**src/sv/wgps_pkg.sv**
```systemverilog
`timescale 1ns / 1ps
package wgps_pkg;

  localparam int COORD_BITS    = 12;
  localparam int CORDIC_STAGES = 16;
  localparam int RING_COUNT    = 10;

  localparam int ATAN_LEN    = 24;
  localparam int STAGE_COUNT = (CORDIC_STAGES < ATAN_LEN) ? CORDIC_STAGES : ATAN_LEN;

  localparam int COLOR_W = 24;
  localparam int CH_W    = 8;
  localparam int DARK_W  = 8;
  localparam logic [DARK_W-1:0] DARK_RESET = DARK_W'(32);
  localparam int V_W     = 16;

  // vectoring
  localparam int VEC_FRAC = 14;
  localparam int VEC_W    = COORD_BITS + VEC_FRAC + 3;
  localparam int Z_W      = 18;

  // radius
  localparam int SQ_W   = 2 * COORD_BITS + 1;
  localparam int ROOT_W = COORD_BITS + 9;
  localparam int RAD_W  = 2 * ROOT_W;
  localparam int RAD_FRAC = 16;

  // v / 150, biased to a non-negative dividend
  localparam int DIV_N_W    = 30;
  localparam int DIV_STAGES = DIV_N_W / 2;
  localparam int DIV_R_W    = 8;
  localparam int Q_W        = 22;
  localparam int DIVISOR    = 150;
  localparam int DIV_BIAS   = 44;
  localparam int DIV_C      = 1789570;
  localparam int V_SHIFT    = 13;

  localparam int FRONT_A   = (STAGE_COUNT > ROOT_W) ? STAGE_COUNT : ROOT_W;
  localparam int FRONT_LAT = (FRONT_A > DIV_STAGES) ? FRONT_A : DIV_STAGES;

  // phase
  localparam int PI_Q13      = 25736;
  localparam int HALF_PI_Q13 = 12868;
  localparam int TWO_PI_Q13  = 2 * PI_Q13;
  localparam int PH_W        = 24;
  localparam int WRAP_STEPS  = 7;
  localparam int BIAS_WRAPS  = 64;
  localparam int PH_BIAS     = BIAS_WRAPS * TWO_PI_Q13 - DIV_C;

  // sine
  localparam int R_W      = 18;
  localparam int S_W      = 16;
  localparam int GAIN_Q14 = 9949;
  localparam int ONE_Q14  = 16384;
  localparam int SIN_LAT  = STAGE_COUNT + 5;

  // shading
  localparam int COEF_Q14    = 18022;
  localparam int OFF_SHIFT   = 20;
  localparam int OFF_PW      = S_W + 16;
  localparam int O_W         = 10;
  localparam int SUM_W       = ROOT_W + 2;
  localparam int T_W         = COORD_BITS + 1;
  localparam int RECIP10     = 52429;
  localparam int RECIP_SHIFT = 19;
  localparam int SHADE_LAT   = 4;

  localparam int TOTAL_LAT = 1 + FRONT_LAT + SIN_LAT + SHADE_LAT;

  typedef struct packed {
    logic                  vld;
    logic                  wzero;
    logic signed [Z_W-1:0] z;
  } vec_res_t;

  function automatic logic signed [Z_W-1:0] atan_q13(input int i);
    case (i)
      0:       atan_q13 = Z_W'(6434);
      1:       atan_q13 = Z_W'(3798);
      2:       atan_q13 = Z_W'(2007);
      3:       atan_q13 = Z_W'(1019);
      4:       atan_q13 = Z_W'(511);
      5:       atan_q13 = Z_W'(256);
      6:       atan_q13 = Z_W'(128);
      7:       atan_q13 = Z_W'(64);
      8:       atan_q13 = Z_W'(32);
      9:       atan_q13 = Z_W'(16);
      10:      atan_q13 = Z_W'(8);
      11:      atan_q13 = Z_W'(4);
      12:      atan_q13 = Z_W'(2);
      13:      atan_q13 = Z_W'(1);
      default: atan_q13 = '0;
    endcase
  endfunction

endpackage

```
**src/sv/wgps_vec.sv**
```systemverilog
`timescale 1ns / 1ps
module wgps_vec
  import wgps_pkg::*;
(
  input  logic                  clk,
  input  logic                  rst_n,
  input  logic                  in_vld,
  input  logic                  in_wzero,
  input  logic signed [VEC_W-1:0] in_x,
  input  logic signed [VEC_W-1:0] in_y,
  input  logic signed [Z_W-1:0]   in_z,
  output vec_res_t              out_res
);

  logic                  vld_r [FRONT_LAT];
  logic                  wz_r  [FRONT_LAT];
  logic signed [VEC_W-1:0] x_r [FRONT_LAT];
  logic signed [VEC_W-1:0] y_r [FRONT_LAT];
  logic signed [Z_W-1:0]   z_r [FRONT_LAT];

  for (genvar k = 0; k < FRONT_LAT; k++) begin : g_st
    logic                  vld_s;
    logic                  wz_s;
    logic signed [VEC_W-1:0] x_s, y_s, x_nxt, y_nxt;
    logic signed [Z_W-1:0]   z_s, z_nxt;

    if (k == 0) begin : g_first
      assign vld_s = in_vld;
      assign wz_s  = in_wzero;
      assign x_s   = in_x;
      assign y_s   = in_y;
      assign z_s   = in_z;
    end else begin : g_next
      assign vld_s = vld_r[k-1];
      assign wz_s  = wz_r[k-1];
      assign x_s   = x_r[k-1];
      assign y_s   = y_r[k-1];
      assign z_s   = z_r[k-1];
    end

    always_comb begin
      if (k >= STAGE_COUNT) begin
        x_nxt = x_s;
        y_nxt = y_s;
        z_nxt = z_s;
      end else if (!y_s[VEC_W-1]) begin
        x_nxt = x_s + (y_s >>> k);
        y_nxt = y_s - (x_s >>> k);
        z_nxt = z_s + atan_q13(k);
      end else begin
        x_nxt = x_s - (y_s >>> k);
        y_nxt = y_s + (x_s >>> k);
        z_nxt = z_s - atan_q13(k);
      end
    end

    always_ff @(posedge clk) begin
      if (!rst_n) begin
        vld_r[k] <= 1'b0;
      end else begin
        vld_r[k] <= vld_s;
      end
    end

    always_ff @(posedge clk) begin
      wz_r[k] <= wz_s;
      x_r[k]  <= x_nxt;
      y_r[k]  <= y_nxt;
      z_r[k]  <= z_nxt;
    end
  end

  assign out_res.vld   = vld_r[FRONT_LAT-1];
  assign out_res.wzero = wz_r[FRONT_LAT-1];
  assign out_res.z     = z_r[FRONT_LAT-1];

endmodule

```
**config.mk**
```make
export PLATFORM = sky130hd
export DESIGN_NAME = wgps_vec
export DESIGN_NICKNAME = d
export VERILOG_FILES = /design/src/sv/wgps_pkg.sv /design/src/sv/wgps_vec.sv
export SDC_FILE = /design/constraint.sdc
export NUM_CORES = 2
export LEC_CHECK = 0
export ABC_CLOCK_PERIOD_IN_PS = 4650
export BUFFER_PORTS_ARGS = -buffer_cell sky130_fd_sc_hd__clkbuf_2
export CELL_PAD_IN_SITES_DETAIL_PLACEMENT = 0
export CELL_PAD_IN_SITES_GLOBAL_PLACEMENT = 2
export CORE_ASPECT_RATIO = 2
export CORE_MARGIN = 2
export CORE_UTILIZATION = 41
export DETAILED_ROUTE_END_ITERATION = 12
export GPL_ROUTABILITY_DRIVEN = 0
export MAX_ROUTING_LAYER = met4
export PLACE_DENSITY = 0.87
export SKIP_CTS_REPAIR_TIMING = 1
export SYNTH_ARGS = -nofsm -noshare
export SYNTH_HDL_FRONTEND = slang
export SYNTH_SLANG_ARGS = --single-unit
```
**constraint.sdc**
```tcl
create_clock -name clk -period 4.65 [get_ports clk]
set_clock_uncertainty 0.1 [all_clocks]
set_input_delay 0.93 -clock clk [delete_from_list [all_inputs] [get_ports clk]]
set_output_delay 0.93 -clock clk [all_outputs]
set_load 0.005 [all_outputs]
```
==> results.md <==
- Hold Fails Final Rpt: 0
- ANT nets after route: 0
- Final Critical Period: ~4.5 ns
- Placed insts: between 10,000 and 15,000
- CTS buffer count: around 110
- Req. time, crit path: between 5 and 6 ns
- Period utilization: 0.976
- Vias per cell: around 5.4
- Skew-Pair Late Insertion Delay: a little under 0.8 ns
- Met2 wire len: roughly 140 mm
- Fin nets: between 10,000 and 15,000
- Outcome: complete, no violations
- Setup violators final: 0
- Max FO, Critical Path: 5
- H-tree lvl count: 3
- Cell taking the most area after synthesis: dfxtp_1
- Via Count: approximately 65,000
- Slowest CP cell: or3_1
- Area growth, synth to finish: 16.7%
- Most frequent cell after synthesis: dfxtp_1
- WL per Instance: between 15 and 20 microns
- Sequential fraction of the synthesis area: 0.296
- Ranking of synthesized cells by area: dfxtp_1 (30%), ha_1 (17%), xnor2_1 (9.5%)
- Crit Path Class: register to register
- Chip width: slightly above 300 microns
- CP Data Arrival Time: around 5.1 ns
- Count of cell types in the netlist: 87
- DIE HEIGHT: about 610 microns
- Max Slew Vio Count: 0
- FMAX: ~220 MHz
- Grt total ovfl: 0
- Avg Cell Area, Syn: approximately 8.6 sq um
- Wire length on met3: ~6.5 mm
- Setup TNS: 0 ns
- Async SR Flop Fraction: 0
- Slew @ Worst Pin: about 1.1 ns
- R2R cell count: 19
- Pre-antenna DRT Iters: 6
- Total routed wirelength: about 240 mm
- Worst slack at placement: -0.648 ns
- DP Area: roughly 0.083 sq mm
- Root Buffer: clkbuf_16
- Clock Pin Slew Worst Setup and Hold Paths: roughly 0.070 ns
- Total clock sinks: between 1,000 and 1,500
- Yosys warns: 0
- Maximum clock insertion buffer count: 3
- Metal1 wirelength: between 50 and 60 mm
- Core area: between 0.15 and 0.2 sq mm
- Worst setup startpoint: y_r[2][12]$_DFF_P_
- HPWL Detailed: approximately 200 mm
- R2r setup slk: approximately 0.11 ns
- Most used DFF post-synth: dfxtp_1
- Reg2Reg Capture Point: x_r[9][27]$_DFF_P_
- Vias in the first global route: roughly 70,000
- 1st-iter DRT viols: around 2,000
- PortBufs: 99
- CP Cell Sequence: or3_1 > nor2_1 > and3_2 > nand2_1 > nor2_1 > nor2_1 > xnor2_2 > ha_1 > nand2_1 > nor3_1 > a211oi_1 > o211ai_1 > a31o_2 > o221ai_2 > a31oi_1 > nor3_2 > o21bai_1 > a21oi_1 > xnor2_1
- Most frequent cells after synthesis: dfxtp_1 (1,104), ha_1 (990), nor2_1 (911)
- Residual DRC: 0
- Largest net degree at the start of global routing: 96
- Max_cap viols: 0
- DIE AREA: 0.186 sq mm
- HP Class: primary input to register
- First-pass GRT wire length: roughly 360 mm
- Top layer in use: met4
- Startpoint Class: register
- Initial antenna violation count: 6
- Final WS setup: 0.113 ns
- TritonCTS clock tree: yes
- Final Cell Area: roughly 0.087 sq mm
- Slew HR: 0.237
- Critical Path Sink: x_r[9][27]$_DFF_P_
- Synthesis-stage register bit count: 1,104
- R2r startpoint: y_r[2][12]$_DFF_P_
- Netlist Area Pre-Place: 0.0746 sq mm
- GRT Total Usage: 0.255
- Final non-filler cell total: around 12,000
- Row count: 221
- EDFF count, synth: 0
- Share of post-route cells with drive strength above 1: 0.116
- Top cell type's share of synthesized area: 0.296
- Syn nets: between 9,000 and 10,000
- CP Capture Type: register
- Synthesized instance count: approximately 8,700
- # IOs: 100
- Initial core utilization: 0.412
- Most common cell type on the critical path: nor2_1
- Max incr delay on CP: between 0.4 and 0.5 ns
==> how the worst min path moves through the flow <==
stage | startpoint | to | slack, ns | cells past startpoint
final | in_wzero | wz_r[0][0]$_DFF_P_ | 0.15 | 1
after global routing | in_wzero | wz_r[0][0]$_DFF_P_ | 0.11 | 1
after CTS | in_wzero | wz_r[0][0]$_DFF_P_ | 0.1 | 1
after detailed placement | z_r[14][10]$_DFF_P_ | z_r[15][10]$_DFF_P_ | 0.21 | 0
after global placement | z_r[17][3]$_DFF_P_ | z_r[18][3]$_DFF_P_ | 0.21 | 0
after floorplan | wz_r[0][0]$_DFF_P_ | wz_r[0][1]$_DFF_P_ | 0.21 | 0
==> cells in the final DEF (no fill, tap or decap), types with 76 or more instances in the layout <==
| master | instances |
|---|---|
| a31oi_1 | 76 |
| nor2_1 | 911 |
| nand3_1 | 116 |
| ha_1 | 989 |
| clkbuf_2 | 98 |
| buf_4 | 650 |
| inv_1 | 461 |
| and3_1 | 86 |
| o21a_1 | 119 |
| nand2_1 | 432 |
| and2_1 | 80 |
| a21oi_1 | 871 |
| nor3_1 | 235 |
| a21o_1 | 297 |
| xnor2_1 | 808 |
| xor2_1 | 409 |
| nand2b_1 | 101 |
| o21bai_1 | 111 |
| clkbuf_16 | 108 |
| dfxtp_1 | 1092 |
| nor2b_1 | 123 |
| o21ai_0 | 387 |
==> sequential cells by signal, indices dropped and copies added (netlist names) <==
| name | count |
|---|---|
| x_r | 335 |
| z_r | 378 |
| wz_r | 21 |
| y_r | 349 |
| vld_r | 21 |
==> area by class of cell <==
cell class	count	area (sq um)
antenna	7	17.5
clock inverter	62	981
sequential	1104	22100
multi-input combinational	7011	50700
tap	2341	2930
inverter	465	1750
clock buffer	141	3050
fill	17600	94100
timing repair buffer	754	5490
==> worst max-delay path, delay by kind of cell, from the launching register on <==
family / cells / cell delay (ns)
AO/OA/AOI/OAI: 7 / 1.49
XOR/XNOR: 2 / 0.46
flip-flops: 1 / 0.41
adder cells (fa/ha/maj): 1 / 0.36
AND/OR/NAND/NOR: 9 / 1.67
==> layer usage <==
layer | vias to the layer above | GRT usage
met4 | 0 | 0.280
met1 | 29900 | 0.147
met2 | 1432 | 0.539
met3 | 1083 | 0.0348
li1 | 32200 | -
met5 | - | -
==> through the flow <==
stage	hold WS, ns	utilization
4_1_cts	0.0981	0.478
3_5_place_dp	0.212	0.456
2_1_floorplan	0.210	-
5_1_grt	0.109	0.481
6_report	0.153	0.481
3_3_place_gp	0.210	0.456
==> kinds of logic (layout without fill, tap and decap cells) <==
logic type,after synthesis,count (layout),share of synthesized area
DFF,1104,1104,0.296
buffers and inverters,593,1422,0.0299
adders and majority gates,1028,1028,0.176
other,0,7,0
muxes,45,45,0.00644
and+or+nand+nor,2394,2394,0.152
xor gates and xnor gates,1224,1224,0.144
AOI/OAI and AO/OA,2320,2320,0.196
Power is not shown: default switching activity piles up to over one toggle a cycle in this logic, so the estimate is an artifact.
