**config.mk**
```make
export PLATFORM = sky130hd
export DESIGN_NAME = wgps_sine
export DESIGN_NICKNAME = d
export VERILOG_FILES = /design/src/sv/wgps_pkg.sv /design/src/sv/wgps_sine.sv
export SDC_FILE = /design/constraint.sdc
export NUM_CORES = 2
export LEC_CHECK = 0
export BUFFER_PORTS_ARGS = -buffer_cell sky130_fd_sc_hd__buf_2
export CORE_MARGIN = 5
export CORE_UTILIZATION = 60
export CTS_CLUSTER_DIAMETER = 50
export DETAILED_ROUTE_END_ITERATION = 6
export GPL_ROUTABILITY_DRIVEN = 0
export PLACE_DENSITY_LB_ADDON = 0.08
export SLEW_MARGIN = 10
export SYNTH_ARGS = -nofsm -noshare
export SYNTH_HDL_FRONTEND = slang
export SYNTH_SLANG_ARGS = --single-unit
```
**constraint.sdc**
```tcl
create_clock -name clk -period 6.5 [get_ports clk]
set_input_delay 0.65 -clock clk [delete_from_list [all_inputs] [get_ports clk]]
set_output_delay 0.65 -clock clk [all_outputs]
set_load 0.02 [all_outputs]
```
**src/sv/wgps_pkg.sv**
```systemverilog
`timescale 1ns / 1ps
package wgps_pkg;

  localparam int COORD_BITS    = 12;
  localparam int CORDIC_STAGES = 16;
  localparam int RING_COUNT    = 10;

  localparam int ATAN_LEN    = 24;
  localparam int STAGE_COUNT = (CORDIC_STAGES < ATAN_LEN) ? CORDIC_STAGES : ATAN_LEN;

  localparam int COLOR_W = 24;
  localparam int CH_W    = 8;
  localparam int DARK_W  = 8;
  localparam logic [DARK_W-1:0] DARK_RESET = DARK_W'(32);
  localparam int V_W     = 16;

  // vectoring
  localparam int VEC_FRAC = 14;
  localparam int VEC_W    = COORD_BITS + VEC_FRAC + 3;
  localparam int Z_W      = 18;

  // radius
  localparam int SQ_W   = 2 * COORD_BITS + 1;
  localparam int ROOT_W = COORD_BITS + 9;
  localparam int RAD_W  = 2 * ROOT_W;
  localparam int RAD_FRAC = 16;

  // v / 150, biased to a non-negative dividend
  localparam int DIV_N_W    = 30;
  localparam int DIV_STAGES = DIV_N_W / 2;
  localparam int DIV_R_W    = 8;
  localparam int Q_W        = 22;
  localparam int DIVISOR    = 150;
  localparam int DIV_BIAS   = 44;
  localparam int DIV_C      = 1789570;
  localparam int V_SHIFT    = 13;

  localparam int FRONT_A   = (STAGE_COUNT > ROOT_W) ? STAGE_COUNT : ROOT_W;
  localparam int FRONT_LAT = (FRONT_A > DIV_STAGES) ? FRONT_A : DIV_STAGES;

  // phase
  localparam int PI_Q13      = 25736;
  localparam int HALF_PI_Q13 = 12868;
  localparam int TWO_PI_Q13  = 2 * PI_Q13;
  localparam int PH_W        = 24;
  localparam int WRAP_STEPS  = 7;
  localparam int BIAS_WRAPS  = 64;
  localparam int PH_BIAS     = BIAS_WRAPS * TWO_PI_Q13 - DIV_C;

  // sine
  localparam int R_W      = 18;
  localparam int S_W      = 16;
  localparam int GAIN_Q14 = 9949;
  localparam int ONE_Q14  = 16384;
  localparam int SIN_LAT  = STAGE_COUNT + 5;

  // shading
  localparam int COEF_Q14    = 18022;
  localparam int OFF_SHIFT   = 20;
  localparam int OFF_PW      = S_W + 16;
  localparam int O_W         = 10;
  localparam int SUM_W       = ROOT_W + 2;
  localparam int T_W         = COORD_BITS + 1;
  localparam int RECIP10     = 52429;
  localparam int RECIP_SHIFT = 19;
  localparam int SHADE_LAT   = 4;

  localparam int TOTAL_LAT = 1 + FRONT_LAT + SIN_LAT + SHADE_LAT;

  typedef struct packed {
    logic                  vld;
    logic                  wzero;
    logic signed [Z_W-1:0] z;
  } vec_res_t;

  function automatic logic signed [Z_W-1:0] atan_q13(input int i);
    case (i)
      0:       atan_q13 = Z_W'(6434);
      1:       atan_q13 = Z_W'(3798);
      2:       atan_q13 = Z_W'(2007);
      3:       atan_q13 = Z_W'(1019);
      4:       atan_q13 = Z_W'(511);
      5:       atan_q13 = Z_W'(256);
      6:       atan_q13 = Z_W'(128);
      7:       atan_q13 = Z_W'(64);
      8:       atan_q13 = Z_W'(32);
      9:       atan_q13 = Z_W'(16);
      10:      atan_q13 = Z_W'(8);
      11:      atan_q13 = Z_W'(4);
      12:      atan_q13 = Z_W'(2);
      13:      atan_q13 = Z_W'(1);
      default: atan_q13 = '0;
    endcase
  endfunction

endpackage

```
**src/sv/wgps_sine.sv**
```systemverilog
`timescale 1ns / 1ps
module wgps_sine
  import wgps_pkg::*;
(
  input  logic                  clk,
  input  logic                  rst_n,
  input  vec_res_t              in_vec,
  input  logic [Q_W-1:0]        in_q,
  output logic                  out_vld,
  output logic signed [S_W-1:0] out_s
);

  localparam int WRAP_HI = WRAP_STEPS / 2;

  logic                p0_vld_r, p1_vld_r, p2_vld_r, p3_vld_r;
  logic [PH_W-1:0]     ph_r, m1_r, m2_r;
  logic signed [Z_W-1:0] p3_z_r;
  logic [PH_W-1:0]     ph_nxt, m1_nxt, m2_nxt;
  logic signed [Z_W-1:0] z_eff, p3_nxt;
  logic signed [PH_W-1:0] z_ext;

  // phase = 20*z + v/150, biased positive
  always_comb begin
    z_eff  = in_vec.wzero ? Z_W'(HALF_PI_Q13) : in_vec.z;
    z_ext  = PH_W'(z_eff);
    ph_nxt = PH_W'(z_ext <<< 4) + PH_W'(z_ext <<< 2) + PH_W'(in_q) + PH_W'(PH_BIAS);
  end

  always_comb begin
    m1_nxt = ph_r;
    for (int j = WRAP_STEPS - 1; j >= WRAP_HI; j--) begin
      if (m1_nxt >= PH_W'(TWO_PI_Q13 << j)) begin
        m1_nxt = m1_nxt - PH_W'(TWO_PI_Q13 << j);
      end
    end
  end

  always_comb begin
    m2_nxt = m1_r;
    for (int j = WRAP_HI - 1; j >= 0; j--) begin
      if (m2_nxt >= PH_W'(TWO_PI_Q13 << j)) begin
        m2_nxt = m2_nxt - PH_W'(TWO_PI_Q13 << j);
      end
    end
  end

  // into [-pi, pi), then fold to [-pi/2, pi/2]
  always_comb begin
    p3_nxt = $signed(Z_W'(m2_r));
    if (p3_nxt >= Z_W'(PI_Q13)) begin
      p3_nxt = p3_nxt - Z_W'(TWO_PI_Q13);
    end
    if (p3_nxt > Z_W'(HALF_PI_Q13)) begin
      p3_nxt = Z_W'(PI_Q13) - p3_nxt;
    end else if (p3_nxt < -Z_W'(HALF_PI_Q13)) begin
      p3_nxt = -Z_W'(PI_Q13) - p3_nxt;
    end
  end

  always_ff @(posedge clk) begin
    if (!rst_n) begin
      p0_vld_r <= 1'b0;
      p1_vld_r <= 1'b0;
      p2_vld_r <= 1'b0;
      p3_vld_r <= 1'b0;
    end else begin
      p0_vld_r <= in_vec.vld;
      p1_vld_r <= p0_vld_r;
      p2_vld_r <= p1_vld_r;
      p3_vld_r <= p2_vld_r;
    end
  end

  always_ff @(posedge clk) begin
    ph_r   <= ph_nxt;
    m1_r   <= m1_nxt;
    m2_r   <= m2_nxt;
    p3_z_r <= p3_nxt;
  end

  logic                  vld_r [STAGE_COUNT];
  logic signed [R_W-1:0] x_r   [STAGE_COUNT];
  logic signed [R_W-1:0] y_r   [STAGE_COUNT];
  logic signed [Z_W-1:0] z_r   [STAGE_COUNT];

  for (genvar k = 0; k < STAGE_COUNT; k++) begin : g_rot
    logic                  vld_s;
    logic signed [R_W-1:0] x_s, y_s, x_nxt, y_nxt;
    logic signed [Z_W-1:0] z_s, z_nxt;

    if (k == 0) begin : g_first
      assign vld_s = p3_vld_r;
      assign x_s   = R_W'(GAIN_Q14);
      assign y_s   = '0;
      assign z_s   = p3_z_r;
    end else begin : g_next
      assign vld_s = vld_r[k-1];
      assign x_s   = x_r[k-1];
      assign y_s   = y_r[k-1];
      assign z_s   = z_r[k-1];
    end

    always_comb begin
      if (!z_s[Z_W-1]) begin
        x_nxt = x_s - (y_s >>> k);
        y_nxt = y_s + (x_s >>> k);
        z_nxt = z_s - atan_q13(k);
      end else begin
        x_nxt = x_s + (y_s >>> k);
        y_nxt = y_s - (x_s >>> k);
        z_nxt = z_s + atan_q13(k);
      end
    end

    always_ff @(posedge clk) begin
      if (!rst_n) begin
        vld_r[k] <= 1'b0;
      end else begin
        vld_r[k] <= vld_s;
      end
    end

    always_ff @(posedge clk) begin
      x_r[k] <= x_nxt;
      y_r[k] <= y_nxt;
      z_r[k] <= z_nxt;
    end
  end

  logic                  s_vld_r;
  logic signed [S_W-1:0] s_r, s_nxt;
  logic signed [R_W-1:0] y_fin;

  always_comb begin
    y_fin = y_r[STAGE_COUNT-1];
    if (y_fin > R_W'(ONE_Q14)) begin
      s_nxt = S_W'(ONE_Q14);
    end else if (y_fin < -R_W'(ONE_Q14)) begin
      s_nxt = -S_W'(ONE_Q14);
    end else begin
      s_nxt = S_W'(y_fin);
    end
  end

  always_ff @(posedge clk) begin
    if (!rst_n) begin
      s_vld_r <= 1'b0;
    end else begin
      s_vld_r <= vld_r[STAGE_COUNT-1];
    end
  end

  always_ff @(posedge clk) begin
    s_r <= s_nxt;
  end

  assign out_vld = s_vld_r;
  assign out_s   = s_r;

endmodule

```
==> results.md <==
- Ys Warns: 0
- Most frequent cells in the layout: dfxtp_1 (862), ha_1 (769), inv_1 (719), xnor2_1 (648), a21oi_1 (612)
- Root Buffer: clkbuf_16
- Mapped Cells: 6355
- Storage cell area: 0.0173 mm2
- Chip Width: 313 um
- Total of max-cap violations: 0
- Arrival @ worst endpoint: 6.70 ns
- Slowest Stage Delay on Critical Path: 0.54 ns
- Fin crit share: 94.4%
- Area occupied by multi-input gates: 0.0349 mm2
- Initial Util: 60.3%
- Via-to-Cell Ratio: 5.44
- Critical-path cell list: inv_1 -> ha_1 -> nor3b_4 -> o211a_4 -> nor2_4 -> or4_4 -> a32o_2 -> a211o_1 -> nand2_2 -> xnor2_1 -> inv_1 -> ha_1 -> and2_1 -> a2111o_1 -> o2111ai_1 -> o21ai_2 -> buf_4 -> or4_1 -> nand4_1 -> nand4bb_1 -> nand2b_2 -> nand4_1 -> xor2_1
- Worst-margin pin slew: 1.02 ns
- ANT nets after route: 0
- Final nets: 7344
- Critical Path Source Type: register
- DRC Markers: 0
- Crit end category: register
- DP HPWL: 95100 um
- Most common cell after layout, fill and taps aside: dfxtp_1
- Number of synthesized flops with an enable pin: 0
- RSZ-0062 raised after global routing: no
- Synth cell types: 102
- Layout cells sized above 1: 5.50%
- Hold Crit Class: primary input to register
- Crit-path leading delay family: simple AND/OR/NAND/NOR gates
- # H-tree levels: 3
- CTS sink cnt: 862
- Routed length per placed instance: 15.5 um
- # setup viols final: 0
- Gr ovfl total: 0
- Seq cells post-synth: 862
- Sequential share of the synthesized area: 31.3%
- Synth Flop Type: dfxtp_1
- Fillers: 7616
- Initial antenna violation count: 3
- Setup TNS: 0 ns
- Die Footprint: 0.0981 mm2
- Slowest CP cell: or4_4
- First-pass GRT wire length: 199000 um
- Minimum clock period: 6.14 ns
- Worst-path clk slew: 0.06 ns
- Clk buf depth: 3
- CP Class: register to register
- Area grow syn2layout: 9.91%
- Slew HR: 31.3%
- WP buf/inv: 3
- Maximum fanout along the worst path: 14
- Core Footprint: 0.0915 mm2
- DRT Pass-1 Iters: 6
- DRT iter0 DRCs: 2167
- Port bufs: 60
- Largest net degree at the start of global routing: 36
- Clk_lat worst skew: 0.68 ns
- Final hold viol count: 0
- Fin. max-slew vios: 0
- Num ports: 61
- Vias: 42.1k
- CTS Buf Count: 106
- Worst Path Required: 7.07 ns
- Die Height: 313 um
- Post-synthesis async set-or-reset flop share: 0%
- Row Count: 111
- CTS tree: built
- Mapped Area: 0.0552 mm2
- Clk_skew: 0.0218 ns
- Outcome: finished, final reports clean
- Vias in the first global route: 41.2k
- Synthesized area per cell: 8.68 um2
- Total track usage: 24.1%
- Fmax: 0.163 GHz
- Detailed Route WL: 120000 um
## layout make-up
| type | count | area share (%) |
|---|---|---|
| antenna | 1 | 0.00413 |
| clock buffer | 135 | 4.90 |
| clock inverter | 64 | 1.33 |
| inverter | 722 | 4.47 |
| multi-input combinational | 4689 | 57.5 |
| sequential | 862 | 28.5 |
| tap | 1186 | 2.45 |
| timing repair buffer | 91 | 0.879 |
## state kept, by name, indices dropped and copies added (netlist names), 16 cells and up
name	cells
y_r	269
x_r	236
z_r	236
m1_r	24
ph_r	24
g_rot.z_s	18
m2_r	18
out_s	16
vld_r	16
## layer usage
layer	GRT usage [%]	part of all wire, %	vias to the layer above
li1	-	-	21900
met1	31.3	46	19300
met2	41.2	46	709
met3	4.01	4.6	226
met4	7.68	3.3	2
met5	0	0.017	-
## stage by stage
step | setup WS, ns | instance area (um2) | utilization (%) | cells | hold WS (ns)
2_1_floorplan | 0.839 | 55200 | - | 6358 | 0.310
3_3_place_gp | 0.296 | 56800 | 62.1 | 7545 | 0.310
3_5_place_dp | 0.186 | 56800 | 62.1 | 7545 | 0.312
4_1_cts | 0.109 | 60600 | 66.2 | 7744 | 0.0339
5_1_grt | 0.0142 | 60700 | 66.3 | 7749 | 0.0365
6_report | 0.365 | 60700 | 66.3 | 7750 | 0.0872
## logic make-up (layout without fill, tap and decap cells)
| logic type | after synthesis | count (layout) | synth area share [%] |
|---|---|---|---|
| xor+xnor | 828 | 828 | 13.2 |
| mux | 68 | 68 | 1.30 |
| other cells | 2 | 6 | 0.0136 |
| flops | 862 | 862 | 31.3 |
| simple gates | 1354 | 1354 | 11.3 |
| compound gates | 1606 | 1606 | 17.8 |
| fa+ha+maj | 828 | 828 | 19.6 |
| buf+inv | 807 | 1012 | 5.58 |
## worst reg2reg max path, delay by kind of cell, from the launching register on
| kind | cells | cell delay, ns |
|---|---|---|
| and+or+nand+nor | 10 | 2.61 |
| AOI/OAI and AO/OA | 6 | 1.90 |
| adders and majority gates | 2 | 0.48 |
| buffers and inverters | 3 | 0.36 |
| xor gates and xnor gates | 2 | 0.35 |
| DFF | 1 | 0.31 |
## synth_stat cells, drive strengths merged (10+ instances only)
cell type / number / area (um2)
nor2b: 47 / 294
a2111oi: 10 / 96.3
or3: 29 / 186
nor2: 556 / 2090
nor3: 123 / 616
o22ai: 10 / 62.6
nand3: 47 / 235
a31oi: 27 / 169
fa: 59 / 1180
or4: 13 / 105
and2: 55 / 344
nand2b: 48 / 303
mux2: 25 / 285
a21oi: 614 / 3080
nand4: 15 / 93.8
nor4: 29 / 181
nand3b: 10 / 75.1
or2: 19 / 119
o21a: 13 / 97.6
dfxtp: 862 / 17300
xnor2: 649 / 5690
nand2: 317 / 1190
o31ai: 13 / 97.6
and3: 10 / 62.6
ha: 769 / 9620
a211oi: 19 / 155
buf: 22 / 134
o21bai: 241 / 1810
a21boi: 111 / 833
mux2i: 43 / 430
o21ai: 355 / 1800
inv: 720 / 2700
o211ai: 14 / 119
xor2: 179 / 1570
a21o: 87 / 653
clkbuf: 63 / 236
o41ai: 20 / 190
## final timing paths
path / startpoint / to / slack (ns) / cells after the start
max: ph_r[10] / m1_r[23] / 0.36 / 23
min reg2reg: z_r[0][75] / z_r[0][93] / 0.31 / 0
max reg2reg: ph_r[10] / m1_r[23] / 0.36 / 23
min: in_q[0] / ph_r[0] / 0.09 / 1
## repair_timing
item | 4_1_cts | 5_1_grt
buffers inserted | 0 | 5
hold buffers | 0 | 0
setup endpoints to repair | 0 | 16
gates resized for setup | 0 | 6
Power is left out: the tool's default activity adds up to more than one toggle a clock period on the data nets, which glitch-free logic cannot reach.
