--- src/sv/wgps_pkg.sv ---
`timescale 1ns / 1ps
package wgps_pkg;

  localparam int COORD_BITS    = 12;
  localparam int CORDIC_STAGES = 16;
  localparam int RING_COUNT    = 10;

  localparam int ATAN_LEN    = 24;
  localparam int STAGE_COUNT = (CORDIC_STAGES < ATAN_LEN) ? CORDIC_STAGES : ATAN_LEN;

  localparam int COLOR_W = 24;
  localparam int CH_W    = 8;
  localparam int DARK_W  = 8;
  localparam logic [DARK_W-1:0] DARK_RESET = DARK_W'(32);
  localparam int V_W     = 16;

  // vectoring
  localparam int VEC_FRAC = 14;
  localparam int VEC_W    = COORD_BITS + VEC_FRAC + 3;
  localparam int Z_W      = 18;

  // radius
  localparam int SQ_W   = 2 * COORD_BITS + 1;
  localparam int ROOT_W = COORD_BITS + 9;
  localparam int RAD_W  = 2 * ROOT_W;
  localparam int RAD_FRAC = 16;

  // v / 150, biased to a non-negative dividend
  localparam int DIV_N_W    = 30;
  localparam int DIV_STAGES = DIV_N_W / 2;
  localparam int DIV_R_W    = 8;
  localparam int Q_W        = 22;
  localparam int DIVISOR    = 150;
  localparam int DIV_BIAS   = 44;
  localparam int DIV_C      = 1789570;
  localparam int V_SHIFT    = 13;

  localparam int FRONT_A   = (STAGE_COUNT > ROOT_W) ? STAGE_COUNT : ROOT_W;
  localparam int FRONT_LAT = (FRONT_A > DIV_STAGES) ? FRONT_A : DIV_STAGES;

  // phase
  localparam int PI_Q13      = 25736;
  localparam int HALF_PI_Q13 = 12868;
  localparam int TWO_PI_Q13  = 2 * PI_Q13;
  localparam int PH_W        = 24;
  localparam int WRAP_STEPS  = 7;
  localparam int BIAS_WRAPS  = 64;
  localparam int PH_BIAS     = BIAS_WRAPS * TWO_PI_Q13 - DIV_C;

  // sine
  localparam int R_W      = 18;
  localparam int S_W      = 16;
  localparam int GAIN_Q14 = 9949;
  localparam int ONE_Q14  = 16384;
  localparam int SIN_LAT  = STAGE_COUNT + 5;

  // shading
  localparam int COEF_Q14    = 18022;
  localparam int OFF_SHIFT   = 20;
  localparam int OFF_PW      = S_W + 16;
  localparam int O_W         = 10;
  localparam int SUM_W       = ROOT_W + 2;
  localparam int T_W         = COORD_BITS + 1;
  localparam int RECIP10     = 52429;
  localparam int RECIP_SHIFT = 19;
  localparam int SHADE_LAT   = 4;

  localparam int TOTAL_LAT = 1 + FRONT_LAT + SIN_LAT + SHADE_LAT;

  typedef struct packed {
    logic                  vld;
    logic                  wzero;
    logic signed [Z_W-1:0] z;
  } vec_res_t;

  function automatic logic signed [Z_W-1:0] atan_q13(input int i);
    case (i)
      0:       atan_q13 = Z_W'(6434);
      1:       atan_q13 = Z_W'(3798);
      2:       atan_q13 = Z_W'(2007);
      3:       atan_q13 = Z_W'(1019);
      4:       atan_q13 = Z_W'(511);
      5:       atan_q13 = Z_W'(256);
      6:       atan_q13 = Z_W'(128);
      7:       atan_q13 = Z_W'(64);
      8:       atan_q13 = Z_W'(32);
      9:       atan_q13 = Z_W'(16);
      10:      atan_q13 = Z_W'(8);
      11:      atan_q13 = Z_W'(4);
      12:      atan_q13 = Z_W'(2);
      13:      atan_q13 = Z_W'(1);
      default: atan_q13 = '0;
    endcase
  endfunction

endpackage

--- src/sv/wgps_shade.sv ---
`timescale 1ns / 1ps
module wgps_shade
  import wgps_pkg::*;
(
  input  logic                  clk,
  input  logic                  rst_n,
  input  logic                  in_vld,
  input  logic signed [S_W-1:0] in_s,
  input  logic [ROOT_W-1:0]     in_r8,
  input  logic [COLOR_W-1:0]    in_color,
  input  logic [DARK_W-1:0]     in_dark,
  output logic                  out_vld,
  output logic [COLOR_W-1:0]    out_color
);

  function automatic logic [CH_W-1:0] darken(input logic [CH_W-1:0] ch,
                                             input logic [DARK_W-1:0] amt);
    darken = (ch > amt) ? CH_W'(ch - amt) : '0;
  endfunction

  logic                  h0_vld_r, h1_vld_r, h2_vld_r, h3_vld_r;
  logic signed [O_W-1:0] off_r;
  logic [ROOT_W-1:0]     r8_r;
  logic [COLOR_W-1:0]    col0_r, col1_r, col2_r, col3_r;
  logic [T_W-1:0]        t1_r, t2_r, q2_r;
  logic                  neg1_r, neg2_r;

  logic signed [OFF_PW-1:0] prod;
  logic signed [SUM_W-1:0]  sum;
  logic [T_W-1:0]           t_nxt;
  logic                     neg_nxt;
  logic [T_W+15:0]          rprod;
  logic [T_W-1:0]           ring;
  logic [DARK_W-1:0]        amt;
  logic [COLOR_W-1:0]       col_nxt;

  assign prod = OFF_PW'(in_s) * OFF_PW'(COEF_Q14);

  // truncate toward zero; below -255 is flagged negative and gets no darkening
  always_comb begin
    sum     = $signed(SUM_W'({1'b0, r8_r})) + SUM_W'(off_r);
    neg_nxt = (sum < -255);
    t_nxt   = sum[SUM_W-1] ? '0 : T_W'(sum >>> 8);
  end

  assign rprod = (T_W+16)'(t1_r) * (T_W+16)'(RECIP10);

  always_comb begin
    ring = t2_r - T_W'(q2_r * RING_COUNT);
    amt  = '0;
    if (!neg2_r) begin
      if (ring == '0) begin
        amt = in_dark >> 1;
      end else if (ring inside {T_W'(1), T_W'(2), T_W'(3)}) begin
        amt = in_dark;
      end
    end
    col_nxt = {darken(col2_r[23:16], amt), darken(col2_r[15:8], amt),
               darken(col2_r[7:0], amt)};
  end

  always_ff @(posedge clk) begin
    if (!rst_n) begin
      h0_vld_r <= 1'b0;
      h1_vld_r <= 1'b0;
      h2_vld_r <= 1'b0;
      h3_vld_r <= 1'b0;
    end else begin
      h0_vld_r <= in_vld;
      h1_vld_r <= h0_vld_r;
      h2_vld_r <= h1_vld_r;
      h3_vld_r <= h2_vld_r;
    end
  end

  always_ff @(posedge clk) begin
    off_r  <= O_W'(prod >>> OFF_SHIFT);
    r8_r   <= in_r8;
    col0_r <= in_color;
    t1_r   <= t_nxt;
    neg1_r <= neg_nxt;
    col1_r <= col0_r;
    t2_r   <= t1_r;
    q2_r   <= T_W'(rprod >> RECIP_SHIFT);
    neg2_r <= neg1_r;
    col2_r <= col1_r;
    col3_r <= col_nxt;
  end

  assign out_vld   = h3_vld_r;
  assign out_color = col3_r;

endmodule

--- config.mk ---
export PLATFORM = sky130hd
export DESIGN_NAME = wgps_shade
export DESIGN_NICKNAME = d
export VERILOG_FILES = /design/src/sv/wgps_pkg.sv /design/src/sv/wgps_shade.sv
export SDC_FILE = /design/constraint.sdc
export NUM_CORES = 1
export LEC_CHECK = 0
export BUFFER_PORTS_ARGS = -buffer_cell sky130_fd_sc_hd__buf_2
export CORE_ASPECT_RATIO = 0.9
export CORE_MARGIN = 2
export CORE_UTILIZATION = 25
export CTS_CLUSTER_DIAMETER = 60
export DETAILED_ROUTE_END_ITERATION = 6
export PLACE_DENSITY = 0.45
export RECOVER_POWER = 25
export SLEW_MARGIN = 20
export SYNTH_ARGS = -nofsm -noshare
export SYNTH_HDL_FRONTEND = slang
export SYNTH_SLANG_ARGS = --single-unit
--- constraint.sdc ---
create_clock -name clk -period 10.9 [get_ports clk]
set_clock_uncertainty 0.15 [all_clocks]
set_input_delay 2.18 -clock clk [delete_from_list [all_inputs] [get_ports clk]]
set_output_delay 2.18 -clock clk [all_outputs]
set_load 0.05 [all_outputs]
==> results of run 1 <==
[routing by layer]
metal,track usage,wire length [µm],part of all wire,vias up
met1,0.148,13900,0.50,3887
met2,0.182,12800,0.47,70
met4,0.0200,181,0.0066,2
met5,0,13,0.00047,-
li1,-,-,-,4236
met3,0.0184,581,0.021,17
[per-stage QoR]
step	instance area [µm²]	cells	utilization	hold slack (ns)	worst slack, ns
floorplan	12800	1220	-	0.160	4.01
detailed placement	14100	1990	0.279	0.162	3.17
global placement	14100	1990	0.279	0.161	3.27
global route	14700	2021	0.291	0.179	3.31
CTS	14700	2021	0.291	0.176	3.63
finish	14700	2021	0.291	0.172	3.66
[Yosys cell counts (all sizes together), types with 3 or more instances]
cell type	n	share of area
a2111oi	3	0.0025
a211oi	5	0.0029
a21boi	3	0.0021
a21o	52	0.031
a21oi	52	0.021
a31o	3	0.0021
a31oi	4	0.0020
and2	5	0.0024
and3	3	0.0015
and4	3	0.0021
clkbuf	4	0.0012
dfxtp	169	0.26
fa	122	0.19
ha	249	0.24
inv	242	0.071
mux2	8	0.0070
mux2i	7	0.0055
nand2	18	0.0053
nand2b	9	0.0044
nand3	11	0.0043
nand4	15	0.0073
nor2	45	0.013
nor2b	15	0.0073
nor3	6	0.0023
o211ai	8	0.0051
o21a	11	0.0065
o21ai	27	0.011
o21bai	9	0.0056
o22ai	4	0.0020
o31ai	3	0.0018
or2	3	0.0015
or4	3	0.0018
xnor2	56	0.038
xor2	27	0.019
[final cells by class]
class	count	area, µm²	share of cell area
Timing Repair Buffer	96	480	0.0328
Clock inverter	13	149	0.0102
Clock buffer	18	429	0.0293
Multi-Input combinational cell	803	8460	0.577
Sequential cell	169	3380	0.231
Inverter	242	908	0.0619
Tap cell	680	851	0.0580
[registers in the layout, summed over array words and instances (netlist names), 10 cells and up]
register	cells
t2_r	13
col0_r	24
q2_r	10
col2_r	24
out_color	24
t1_r	13
r8_r	21
col1_r	24
off_r	10
[kinds of logic after synthesis]
kind of cell,count (synthesis),share of synthesized area
fa+ha+maj,371,0.435
buf+inv,248,0.0729
compound gates,194,0.102
flops,169,0.265
simple gates,140,0.0559
xor+xnor,83,0.0569
mux,15,0.0125
[critical path, stage by stage]
cell and delay, ns:
buf_2 0.50, ha_1 0.42, fa_1 0.50, inv_1 0.04, ha_1 0.26, inv_1 0.04
fa_1 0.47, inv_1 0.05, fa_1 0.50, fa_1 0.44, ha_1 0.30, a21o_1 0.16
a21o_1 0.18, a221o_1 0.34, a21oi_1 0.23, a21o_1 0.18, a21oi_1 0.10, a21o_1 0.21
a21oi_1 0.17, xnor2_1 0.14
[how the worst min path moves through the flow]
stage / to / from / cells after the start
final: col1_r[13] / col0_r[13] / 0
after global routing: col2_r[15] / col1_r[15] / 0
after CTS: neg2_r / neg1_r / 0
after detailed placement: col1_r[16] / col0_r[16] / 0
after global placement: col1_r[18] / col0_r[18] / 0
after floorplan: col1_r[0] / col0_r[0] / 0
==> qor.csv, run 1 <==
metric,value,unit
ios,97,
n_antenna_cell,0,
postRouteAntennaNets,0,
ctsResizeCount,0,
cts_setup_buffers,0,
synth-main-ff-cell,dfxtp_1,
endpoint_kind,flip-flop,
drv_cap,0,
finalSetupViolations,0,
die_x,242,µm
cp_data_arrival_time,7.44,ns
fmax,138,MHz
fin_crit,7.24,ns
ys_types,56,
io_buffers,96,
rsz0062_at_grt,no,
dp_hpwl,24100,µm
finish.net_count,1772,
regToRegEndpoint,out_color[6],
setup.worst_path.start,in_s[15],
die_h,218,µm
ys_seq_elements,169,
cts_tree,yes,
coreArea,0.0505,mm²
drtPass1Iterations,4,
vias,8212,
syn-cell-area,0.0128,mm²
die_area,0.0529,mm²
worstSetupEndpoint,off_r[9],
antenna_found_initial,3,
reg2regPathDepth,27,
ys_seq_area_frac,0.265,
tns,0,ns
async_flop_share,0,
drive_gt1_frac,0.111,
hold_viol,0,
grt_pass1_vias,8792,
overflow,0,
cts.sinks,169,
mostFrequentLayoutCells,"ha_1, inv_1, dfxtp_1",
min_period_over_period,0.665,
fillers,5336,
cts_inserted_buffers,17,
status,finished clean,
min_path_type,reg2reg,
layout_commonest_cell,ha_1,
grt_pass1_wl,45400,µm
drtIter0Drc,195,
synthCells,1220,
drt-total-wl,27500,µm
area_growth,14.8,%
ctsHoldBuffers,0,
finalMaxSlewViolations,0,
worstSetupPathType,in2reg,
cts_root_buf,clkbuf_16,
vias_per_cell,4.06,
grt.total_usage,0.109,
route.detailed.drc,0,
worstPathMaxFanout,23,
htree_num_levels,4,
grt_max_degree,24,
synth_edf_count,0,
avgSynthCellArea,10.5,µm²
insertion_delay,0.43,ns
rows,78,
worstPathRequired,11.10,ns
tightest_slew,1.01,ns
regToRegStartpoint,q2_r[1],
yosys_warnings,0,
synth_nets,1663,
r2r_slack,4.10,ns
path_clk_slew,0.07,ns
wire_per_inst,13.6,µm
setup.worst_path.start_class,primary input,
relSlewSlack,0.323,
gp_congestion,0.799,
initial_core_util,0.253,
cts_buffer_depth,2,
Power of run 1 is not shown: default switching activity piles up to over one toggle a cycle in this logic, so the estimate is an artifact.
==> inputs of run 2 (changes only) <==
Settings changed: PLACE_DENSITY 0.45 to 0.46.
Clock period 10.9 ns to 6.17 ns, I/O delays scaled along.
==> qor.csv, run 2 (same netlist as run 1, synthesis figures left out) <==
metric,value,unit
cts.sinks,169,
fin_crit,5.88,ns
regToRegEndpoint,out_color[6],
tightest_slew,0.728,ns
cp.buffers_inverters,5,
finalMaxSlewViolations,0,
vias,8429,
hold_viol,0,
postRouteAntennaNets,0,
n_antenna_cell,0,
drtIter0Drc,276,
grt.total_usage,0.108,
seqCellArea,0.00338,mm²
htree_num_levels,4,
cts_inserted_buffers,17,
overflow,0,
cts_root_buf,clkbuf_16,
min_period_over_period,0.953,
worstPathMaxFanout,3,
die_h,218,µm
grt_pass1_wl,45100,µm
die_x,242,µm
r2r_slack,0.41,ns
path_depth,21,
critPathMaxStageDelay,0.54,ns
critPathTopFamily,adder cells,
ios,97,
holdPathStages,0,
coreArea,0.0505,mm²
drtPass1Iterations,4,
critical_path.cell_chain,buf_2 > ha_1 > inv_1 > fa_1 > inv_1 > ha_1 > inv_1 > fa_1 > inv_1 > fa_1 > fa_1 > ha_1 > a21o_1 > a21o_1 > a221o_1 > a21oi_1 > a21o_1 > a21oi_1 > a21o_1 > a21oi_1 > xnor2_1,
die_area,0.0529,mm²
reg2regPathDepth,30,
finalSetupViolations,0,
area_growth,18.5,%
drv_cap,0,
setup.worst_path.start_class,primary input,
gp_congestion,0.836,
worstSetupPathType,in2reg,
hold_start,col1_r[8],
io_buffers,96,
dp_hpwl,24200,µm
ctsHoldBuffers,0,
path_clk_slew,0.07,ns
insertion_delay,0.43,ns
cts_buffer_depth,2,
multi_input_area,0.00852,mm²
relSlewSlack,0.514,
cpMaxStageDelayCell,fa_1,
cp_data_arrival_time,6.08,ns
min_path_type,reg2reg,
antenna_found_initial,10,
cts_tree,yes,
worstPathRequired,6.37,ns
finish.net_count,1824,
route.detailed.drc,0,
status,finished clean,
vias_per_cell,4.06,
drive_gt1_frac,0.154,
grt_max_degree,23,
layout_commonest_cell,ha_1,
tns,0,ns
drt-total-wl,27700,µm
mostFrequentLayoutCells,"ha_1, inv_1, dfxtp_1",
fmax,170,MHz
regToRegStartpoint,q2_r[1],
fillers,5248,
holdPathEnd,col2_r[8],
endpoint_kind,flip-flop,
wire_per_inst,13.4,µm
initial_core_util,0.253,
rows,78,
grt_pass1_vias,8711,
hold_slack,0.174,ns
run 2: cell count changes in the layout (fill, tap and decap cells not counted), moves of 2 or more:
cell        before  now
a21oi_2          1    6
inv_6            1    5
xnor2_2          0    2
a21oi_1         51   46
buf_4            0   52
xnor2_1         56   54
clkinvlp_4       5    2
run 2: final cells by class:
type | instances | share of cell area
flip-flops and latches | 169 | 0.223
well taps | 680 | 0.0562
inverters | 242 | 0.0600
multi-input cells | 803 | 0.562
clock inverters | 14 | 0.0123
repair buffers | 148 | 0.0575
clock buffers | 18 | 0.0283
run 2: what timing repair did:
| item | 4_1_cts | 5_1_grt |
|---|---|---|
| buffers inserted | 0 | 5 |
| gates resized for setup | 0 | 11 |
| endpoints found under the setup margin | 0 | 27 |
run 2: worst reg2reg max path: cells and delay by family, from the launching register on:
family                   cells  cell delay, ns
AO/OA/AOI/OAI               13            2.15
flip-flops                   1            0.34
buffers and inverters        7            0.89
adder cells (fa/ha/maj)      5            1.59
AND/OR/NAND/NOR              3            0.21
XOR/XNOR                     2            0.31
run 2: worst max-delay path by stage:
stage               startpoint           end  slack [ns]
floorplan             in_s[14]      off_r[4]        0.23
global placement       in_s[7]      off_r[9]       -0.14
detailed placement     in_s[7]      off_r[9]       -0.18
CTS                    q2_r[2]  out_color[6]        0.06
global route           in_s[7]      off_r[4]       -0.02
finish                in_s[10]      off_r[9]        0.29
run 2: per-stage QoR:
stage                     std cells  utilization  setup WS, ns  cell area, µm²
after floorplan                1220            -         0.230           12800
after global placement         2037        0.286        -0.144           14400
after detailed placement       2037        0.286        -0.181           14400
after CTS                      2069        0.298        0.0635           15100
after global routing           2074        0.300       -0.0221           15100
final                          2074        0.300         0.288           15100
run 2: routing by layer:
metal / GRT usage / up-vias / part of all wire
li1: - / 4346 / -
met1: 0.145 / 3950 / 0.49
met2: 0.176 / 88 / 0.46
met3: 0.0268 / 31 / 0.037
met4: 0.0189 / 14 / 0.0091
met5: 0 / - / 0.0029
Power of run 2 is left out for the same reason.
